==> config.mk <==
export PLATFORM = sky130hd
export DESIGN_NAME = half_float_to_unorm8_rgb_unit
export DESIGN_NICKNAME = d
export VERILOG_FILES = /design/src/sv/hf2u8_pkg.sv /design/src/sv/half_float_to_unorm8_rgb_unit.sv /design/src/sv/hf2u8_lane.sv /design/src/sv/hf2u8_merge.sv
export SDC_FILE = /design/constraint.sdc
export NUM_CORES = 1
export LEC_CHECK = 0
export BUFFER_PORTS_ARGS = -buffer_cell sky130_fd_sc_hd__buf_2
export CORE_AREA = 2 2 149 260
export CTS_BUF_LIST = sky130_fd_sc_hd__clkbuf_8
export DETAILED_ROUTE_END_ITERATION = 7
export DIE_AREA = 0 0 151 262
export MAX_ROUTING_LAYER = met4
export SLEW_MARGIN = 20
export SYNTH_ARGS = -nofsm -noshare
export SYNTH_HDL_FRONTEND = slang
export SYNTH_SLANG_ARGS = --single-unit
==> constraint.sdc <==
create_clock -name aclk -period 20.1 [get_ports aclk]
set_input_delay 5.025 -clock aclk [delete_from_list [all_inputs] [get_ports aclk]]
set_output_delay 5.025 -clock aclk [all_outputs]
set_load 0.005 [all_outputs]
==> src/sv/hf2u8_pkg.sv <==
// ----------------------------------------------------------------------------
// hf2u8_pkg
// Shared types and constants for the half-float to unorm8 rgb converter.
// ----------------------------------------------------------------------------
package hf2u8_pkg;

    // binary16 field widths
    localparam int HALF_W = 16;
    localparam int EXP_W  = 5;
    localparam int MANT_W = 10;
    localparam int BYTE_W = 8;

    // exponent codes
    localparam logic [EXP_W-1:0] HALF_EXP_MAX  = 5'h1F;
    localparam logic [EXP_W-1:0] HALF_EXP_ZERO = 5'h00;
    localparam logic [EXP_W-1:0] HALF_EXP_ONE  = 5'd15;

    // scale shift: normal k = 25 - e, subnormal k = 24
    localparam logic [EXP_W-1:0] SHIFT_BIAS     = 5'd25;
    localparam logic [EXP_W-1:0] SHIFT_SUBNORM  = 5'd24;

    // saturated outputs
    localparam logic [BYTE_W-1:0] UNORM_MAX  = 8'hFF;
    localparam logic [BYTE_W-1:0] UNORM_ZERO = 8'h00;

    // one converted pixel
    typedef struct packed {
        logic [BYTE_W-1:0] blue_byte;
        logic [BYTE_W-1:0] green_byte;
        logic [BYTE_W-1:0] red_byte;
    } rgb8_t;

endpackage

==> src/sv/half_float_to_unorm8_rgb_unit.sv <==
// ----------------------------------------------------------------------------
// half_float_to_unorm8_rgb_unit
// Converts an rgb pixel of binary16 channels to three 8-bit unorm channels.
// ----------------------------------------------------------------------------
// Usage:
//   s_axis carries one pixel per transaction: red, green and blue binary16
//   words packed in tdata. m_axis returns one transaction per pixel with the
//   three converted bytes. Each channel is clamped to [0,1] and mapped to
//   floor(v*255 + 0.5); negatives, -inf and nan give 0, values of one or
//   more and +inf give 255.
//   Three identical lanes convert the channels side by side, combinationally;
//   the merge stage registers the pixel, so m_axis_tvalid rises with the
//   accepting edge, and throughput is one pixel per clock while m_axis_tready is high.
//   When the receiver stalls, the output register holds its pixel and
//   s_axis_tready drops until that pixel is taken; s_axis_tready follows
//   m_axis_tready while the register is full.
//   Reset (aresetn low, synchronous) empties the output register; the block
//   is ready again in the first cycle after reset.
// ----------------------------------------------------------------------------
module half_float_to_unorm8_rgb_unit
    import hf2u8_pkg::*;
(
    input  logic        aclk,
    input  logic        aresetn,
    input  logic        s_axis_tvalid,
    output logic        s_axis_tready,
    input  logic [47:0] s_axis_tdata,   // red_half [15:0], green_half [31:16], blue_half [47:32]
    output logic        m_axis_tvalid,
    input  logic        m_axis_tready,
    output logic [23:0] m_axis_tdata    // red_byte [7:0], green_byte [15:8], blue_byte [23:16]
);

    logic [BYTE_W-1:0] red_lane;
    logic [BYTE_W-1:0] green_lane;
    logic [BYTE_W-1:0] blue_lane;
    rgb8_t             pixel;

    // one conversion lane per channel
    hf2u8_lane u_lane_red (
        .half_in  (s_axis_tdata[15:0]),
        .byte_out (red_lane)
    );

    hf2u8_lane u_lane_green (
        .half_in  (s_axis_tdata[31:16]),
        .byte_out (green_lane)
    );

    hf2u8_lane u_lane_blue (
        .half_in  (s_axis_tdata[47:32]),
        .byte_out (blue_lane)
    );

    // merge and output register
    hf2u8_merge u_merge (
        .aclk       (aclk),
        .aresetn    (aresetn),
        .in_valid   (s_axis_tvalid),
        .in_ready   (s_axis_tready),
        .red_lane   (red_lane),
        .green_lane (green_lane),
        .blue_lane  (blue_lane),
        .out_valid  (m_axis_tvalid),
        .out_ready  (m_axis_tready),
        .out_pixel  (pixel)
    );

    assign m_axis_tdata = pixel;

endmodule

==> src/sv/hf2u8_lane.sv <==
// ----------------------------------------------------------------------------
// hf2u8_lane
// One channel: binary16 to 8-bit unorm, clamped to [0,1], rounded half up.
// ----------------------------------------------------------------------------
module hf2u8_lane
    import hf2u8_pkg::*;
(
    input  logic [HALF_W-1:0] half_in,
    output logic [BYTE_W-1:0] byte_out
);

    logic              sign;
    logic [EXP_W-1:0]  expo;
    logic [MANT_W-1:0] mant;
    logic [MANT_W:0]   sig;
    logic [EXP_W-1:0]  shift;
    logic [18:0]       prod;
    logic [23:0]       sum;
    logic [23:0]       scaled;

    assign sign = half_in[15];
    assign expo = half_in[14:10];
    assign mant = half_in[9:0];

    // significand and scale shift for finite values
    always_comb begin
        if (expo == HALF_EXP_ZERO) begin
            sig   = {1'b0, mant};
            shift = SHIFT_SUBNORM;
        end else begin
            sig   = {1'b1, mant};
            shift = SHIFT_BIAS - expo;
        end
    end

    // sig * 255 as a shift and subtract, then add half an lsb and scale down
    assign prod   = {sig, 8'h00} - {8'h00, sig};
    assign sum    = {5'b0, prod} + (24'd1 << (shift - 5'd1));
    assign scaled = sum >> shift;

    // special cases first, then the scaled value
    always_comb begin
        if (expo == HALF_EXP_MAX) begin
            byte_out = (mant == '0 && !sign) ? UNORM_MAX : UNORM_ZERO;
        end else if (expo == HALF_EXP_ZERO && mant == '0) begin
            byte_out = UNORM_ZERO;
        end else if (sign) begin
            byte_out = UNORM_ZERO;
        end else if (expo >= HALF_EXP_ONE) begin
            byte_out = UNORM_MAX;
        end else begin
            byte_out = scaled[BYTE_W-1:0];
        end
    end

endmodule

==> src/sv/hf2u8_merge.sv <==
// ----------------------------------------------------------------------------
// hf2u8_merge
// Gathers the three lane bytes into one pixel and holds it in the output
// register until the receiver takes it.
// ----------------------------------------------------------------------------
module hf2u8_merge
    import hf2u8_pkg::*;
(
    input  logic              aclk,
    input  logic              aresetn,
    input  logic              in_valid,
    output logic              in_ready,
    input  logic [BYTE_W-1:0] red_lane,
    input  logic [BYTE_W-1:0] green_lane,
    input  logic [BYTE_W-1:0] blue_lane,
    output logic              out_valid,
    input  logic              out_ready,
    output rgb8_t             out_pixel
);

    logic  valid_reg;
    logic  valid_next;
    rgb8_t pixel_reg;
    rgb8_t pixel_next;

    // the register takes a new pixel when empty or being drained
    assign in_ready = !valid_reg || out_ready;

    always_comb begin
        valid_next = valid_reg;
        pixel_next = pixel_reg;
        if (in_ready) begin
            valid_next = in_valid;
            pixel_next = '{blue_byte: blue_lane, green_byte: green_lane, red_byte: red_lane};
        end
    end

    // control state
    always_ff @(posedge aclk) begin
        if (!aresetn) begin
            valid_reg <= 1'b0;
        end else begin
            valid_reg <= valid_next;
        end
    end

    // payload
    always_ff @(posedge aclk) begin
        pixel_reg <= pixel_next;
    end

    assign out_valid = valid_reg;
    assign out_pixel = pixel_reg;

endmodule

* After elaboration in Yosys (flattened, before gate mapping)
Cells that the tools add are included.
** Storage, ports and cells
- Logic and storage cells :: 66
- Output and inout port bits :: 26
- Flip-flop bits (word level) :: 25
** Operators by class
- Multiplexer cells :: 21
- Reduce and logical (&&, ||, !) cells :: 17
- Shifts and indexed selects :: 6
- Order comparisons :: 3
- Equality and inequality tests :: 3
- Add/sub/neg operators :: 12
** Operators with widths (count)
- 2-to-1 mux 8 bit :: 15
- adder 19 x 24 -> 24 bit :: 3
- left shift 1 x 5 -> 24 bit (first input constant) :: 3
- right shift 24 x 5 -> 8 bit :: 3
- subtractor 19 x 11 -> 19 bit :: 3
- 2-to-1 mux 11 bit :: 3
- zero test 10 bit :: 3
- == test 5 bit (second input constant) :: 3
- >= comparator 5 x 4 -> 1 bit (second input constant) :: 3
- zero test 5 bit :: 3
- 2-to-1 mux 5 bit :: 3
- subtractor 5 x 1 -> 5 bit (second input constant) :: 3
- subtractor 5 bit (first input constant) :: 3
- logical AND 1 bit :: 6
- zero test 1 bit :: 4
- logical OR 1 bit :: 1

* Logic depth before layout (Yosys ltp)
- Depth in word-level cells :: 10
- Depth in mapped cells :: 23
- Gate-level depth less buffers :: 21

* Cells and area by module
From an unflattened synthesis, not the netlist that was laid out.
** Unflattened totals
- Cells, all modules :: 1232
- Area total of the unflattened synthesis :: 8836.0 um^2
** Modules (own cells, without submodules)
- hf2u8_lane (u_lane_blue) :: instances 1, cells each 423, area each 2803.9 um^2, seq. area each 0.0 um^2
- hf2u8_lane (u_lane_green) :: instances 1, cells each 384, area each 2643.8 um^2, seq. area each 0.0 um^2
- hf2u8_lane (u_lane_red) :: instances 1, cells each 397, area each 2618.8 um^2, seq. area each 0.0 um^2
- hf2u8_merge :: instances 1, cells each 28, area each 769.5 um^2, seq. area each 740.7 um^2

* Worst setup path before layout
OpenSTA, ideal clock, no wires.
- Path kind :: input to output
- Start :: input port m_axis_tready
- End :: output port s_axis_tready
- Cell stages on the path :: 1
- Path buffers :: 0
- Required time :: 15075 ps
- Path slack :: 9378 ps
- Arrival :: 5697 ps
- Cell sequence :: nand2b_1
** On the way
- Word-level cells in the longest chain between the ends :: 1
** Ends and longest elaborated chain
- from (decl) :: RTL line half_float_to_unorm8_rgb_unit.sv:29 : input logic m_axis_tready,
- logical OR 1 bit :: RTL line hf2u8_merge.sv:27 : assign in_ready = !valid_reg || out_ready;
- to (decl) :: RTL line half_float_to_unorm8_rgb_unit.sv:26 : output logic s_axis_tready,
Every way passes these cells.

* Final worst setup path
Same ends and word-level chain as after synthesis.

==> results.sh <==
export IMPL_synth_cell_types=96
export IMPL_wl_um=37000
export IMPL_netlist_area_leader_share_pct=10.8
export IMPL_cts_root_buf="clkbuf_8"
export IMPL_clk_path_buf_depth=2
export IMPL_final_util_pct=27.0
export IMPL_ioPinCount=78
export IMPL_p_int_mw=0.184
export IMPL_drt_first_iter_violations=817
export IMPL_syn_nets=1488
export IMPL_hold_buffers=0
export IMPL_p_leak_nw=4.13
export IMPL_path_clk_slew_ns=0.10
export IMPL_layout_commonest_cell="nor2_1"
export IMPL_drtAntennaViolNets=0
export IMPL_gr_total_overflow=0
export IMPL_avgSynthCellArea_um2=6.85
export IMPL_critPathKind="primary input to output pin"
export IMPL_synth_flop_cell="edfxtp_1"
export IMPL_post_cts_setup_buffers=0
export IMPL_coreArea_um2=37400
export IMPL_tns_ns=0
export IMPL_cp_start_kind="primary input"
export IMPL_synth_seq_cells=25
export IMPL_vdd_drop_max_mv=0.0160
export IMPL_rsz0062_at_grt="false"
export IMPL_worstPathCellList="buf_2 > nand2b_1 > buf_4 > buf_2"
export IMPL_cts_tree="built"
export IMPL_fin_skew_ns=0.00896
export IMPL_fin_crit_ns=10.75
export IMPL_first_pass_iters=7
export IMPL_end_kind="output pin"
export IMPL_layout_drive_gt1_share_pct=9.85
export IMPL_mostFrequentLayoutCells="nor2_1, nand2_1, a21oi_1"
export IMPL_swShare_pct=53.2
export IMPL_slew_violations=0
export IMPL_routedWlPerCell_um=20.0
export IMPL_cts_resized_gates=0
export IMPL_switchingPower_mw=0.209
export IMPL_rows=94
export IMPL_area_growth_pct=8.88
export IMPL_power_frac_comb_pct=73.8
export IMPL_die_x_um=151
export IMPL_io_buffers=77
export IMPL_slew_headroom_pct=24.9
export IMPL_antenna_found_initial=0
export IMPL_synthTopCellsByArea="ha_1, edfxtp_1, nor2_1"
export IMPL_synthArstFlopShare_pct=0
export IMPL_clock_fmax_mhz=93.0
export IMPL_syn_area_um2=9270
export IMPL_critPathBufInv=3
export IMPL_status="finished clean"
export IMPL_hold_violations=0
export IMPL_n_antenna_cell=0
export IMPL_finalSetupViolCount=0
export IMPL_synthCells=1353
export IMPL_synth_top_area_cell="ha_1"
export IMPL_synth_seq_area_share_pct=7.99
export IMPL_grt_max_degree=38
export IMPL_clk_latency_ns=0.29
export IMPL_num_vias=10900
export IMPL_dp_hpwl_um=30100
export IMPL_crit_fanout=26
export IMPL_pwr_share_seq_pct=17.8
export IMPL_grt_usage_pct=18.6
export IMPL_cp_top_family="buffers and inverters"
export IMPL_cpMostUsedCell="buf_2"
export IMPL_cap_violations=0
export IMPL_cpMaxStageDelayCell="buf_4"
export IMPL_htreeDepth=1
export IMPL_arrival_ns=5.72
export IMPL_start_util_pct=24.8
export IMPL_ys_warnings_count=0
export IMPL_die_area_um2=39600
export IMPL_power_density_nw_per_um2=38.9
export IMPL_cpPeakStageDelay_ns=0.35
export IMPL_routed_via_density=5.90
export IMPL_grt_pass1_vias=10700
export IMPL_timing_final_crit_share_pct=53.5
export IMPL_max_slew_worst_pin_slew_ns=1.12
export IMPL_drc=0
export IMPL_final_cells=1850
export IMPL_cts_sinks=25
export IMPL_synth_edf_count=24
export IMPL_die_h_um=262
export IMPL_gp_congestion=1.01
export IMPL_grt_first_pass_wirelength_um=56700
export IMPL_worstHoldPathType="flop to flop"
export IMPL_power_frac_clock_pct=8.5
export IMPL_nNetsFinal=1506
export IMPL_critPathRequiredTime_ns=15.07
export IMPL_dp_cells=1846
export IMPL_cts_buffers=3
synthesized netlist by cell type, drive strengths merged, types with 5 or more instances:
library cell	count
a2111oi	7
a211o	12
a211oi	33
a21boi	7
a21o	34
a21oi	89
a221o	5
a221oi	9
a22oi	6
a31o	6
a31oi	17
and2	11
and3	12
buf	13
clkbuf	61
edfxtp	24
ha	80
inv	40
mux2	5
mux2i	19
nand2	122
nand2b	22
nand3	46
nand3b	7
nand4	20
nor2	161
nor2b	14
nor3	76
nor3b	5
nor4	15
o2111ai	6
o211a	7
o211ai	29
o21a	12
o21ai	78
o21bai	10
o221ai	9
o22ai	17
o31ai	11
or2	8
or3	19
or4	5
xnor2	57
xor2	37
power by group through the flow:
stage          clock network [mW]  registers (mW)  logic (mW)
2_1_floorplan                   0          0.0703       0.198
3_3_place_gp                    0          0.0716       0.281
3_5_place_dp                    0          0.0713       0.282
4_1_cts                    0.0357          0.0701       0.283
5_1_grt                    0.0369          0.0707       0.315
6_report                   0.0333          0.0698       0.290
worst reg2reg max path: stages (launching register included):
cell and delay (ns):
dfxtp_1 0.32, nand2b_1 0.07, buf_4 0.35
per-stage QoR:
step / hold slack (ns) / worst slack (ns) / power (mW) / instance area [µm²]
final: 0.854 / 9.35 / 0.393 / 10100
after global routing: 0.914 / 9.15 / 0.423 / 10100
after CTS: 0.879 / 9.33 / 0.389 / 10100
after detailed placement: 0.853 / 9.33 / 0.353 / 10000
after global placement: 0.842 / 9.33 / 0.352 / 10000
after floorplan: 1.14 / 9.38 / 0.268 / 9270
registers in the layout (all words and copies together) (netlist names):
register	count
u_merge.out_valid	1
u_merge.out_pixel	24
routing by layer:
metal / track usage, % / up-vias / part of all wire, %
met5: - / - / 0
met4: 13.4 / 0 / 8.4
met3: 1.37 / 195 / 4.7
met2: 35.2 / 474 / 53
met1: 17.2 / 5078 / 34
li1: - / 5165 / -
cells by family after synthesis:
kind of cell,count (synthesis),share of synthesized area (%)
AOI/OAI and AO/OA,450,34.4
muxes,27,3.39
DFF,25,7.99
adders and majority gates,84,11.6
and+or+nand+nor,555,28.9
buffers and inverters,118,4.89
xor gates and xnor gates,94,8.88
final timing paths:
path                            cells after the start  slack, ns                            from                         endpoint
worst max-delay path                                4       9.35                   m_axis_tready                    s_axis_tready
worst min-delay path                                2       0.85  u_merge.out_valid$_SDFFE_PN0P_  u_merge.out_pixel[22]$_DFFE_PP_
worst max register to register                      2      19.02  u_merge.out_valid$_SDFFE_PN0P_   u_merge.out_pixel[0]$_DFFE_PP_
worst min register to register                      2       0.85  u_merge.out_valid$_SDFFE_PN0P_  u_merge.out_pixel[22]$_DFFE_PP_
layout make-up:
class	instances	area, µm²
Sequential cell	25	741
Clock inverter	1	8.76
Multi-Input combinational cell	1210	8080
Timing Repair Buffer	87	460
Fill cell	4129	27300
Inverter	44	165
Clock buffer	3	41.3
Tap cell	480	601
(Power assumes the default switching activity.)
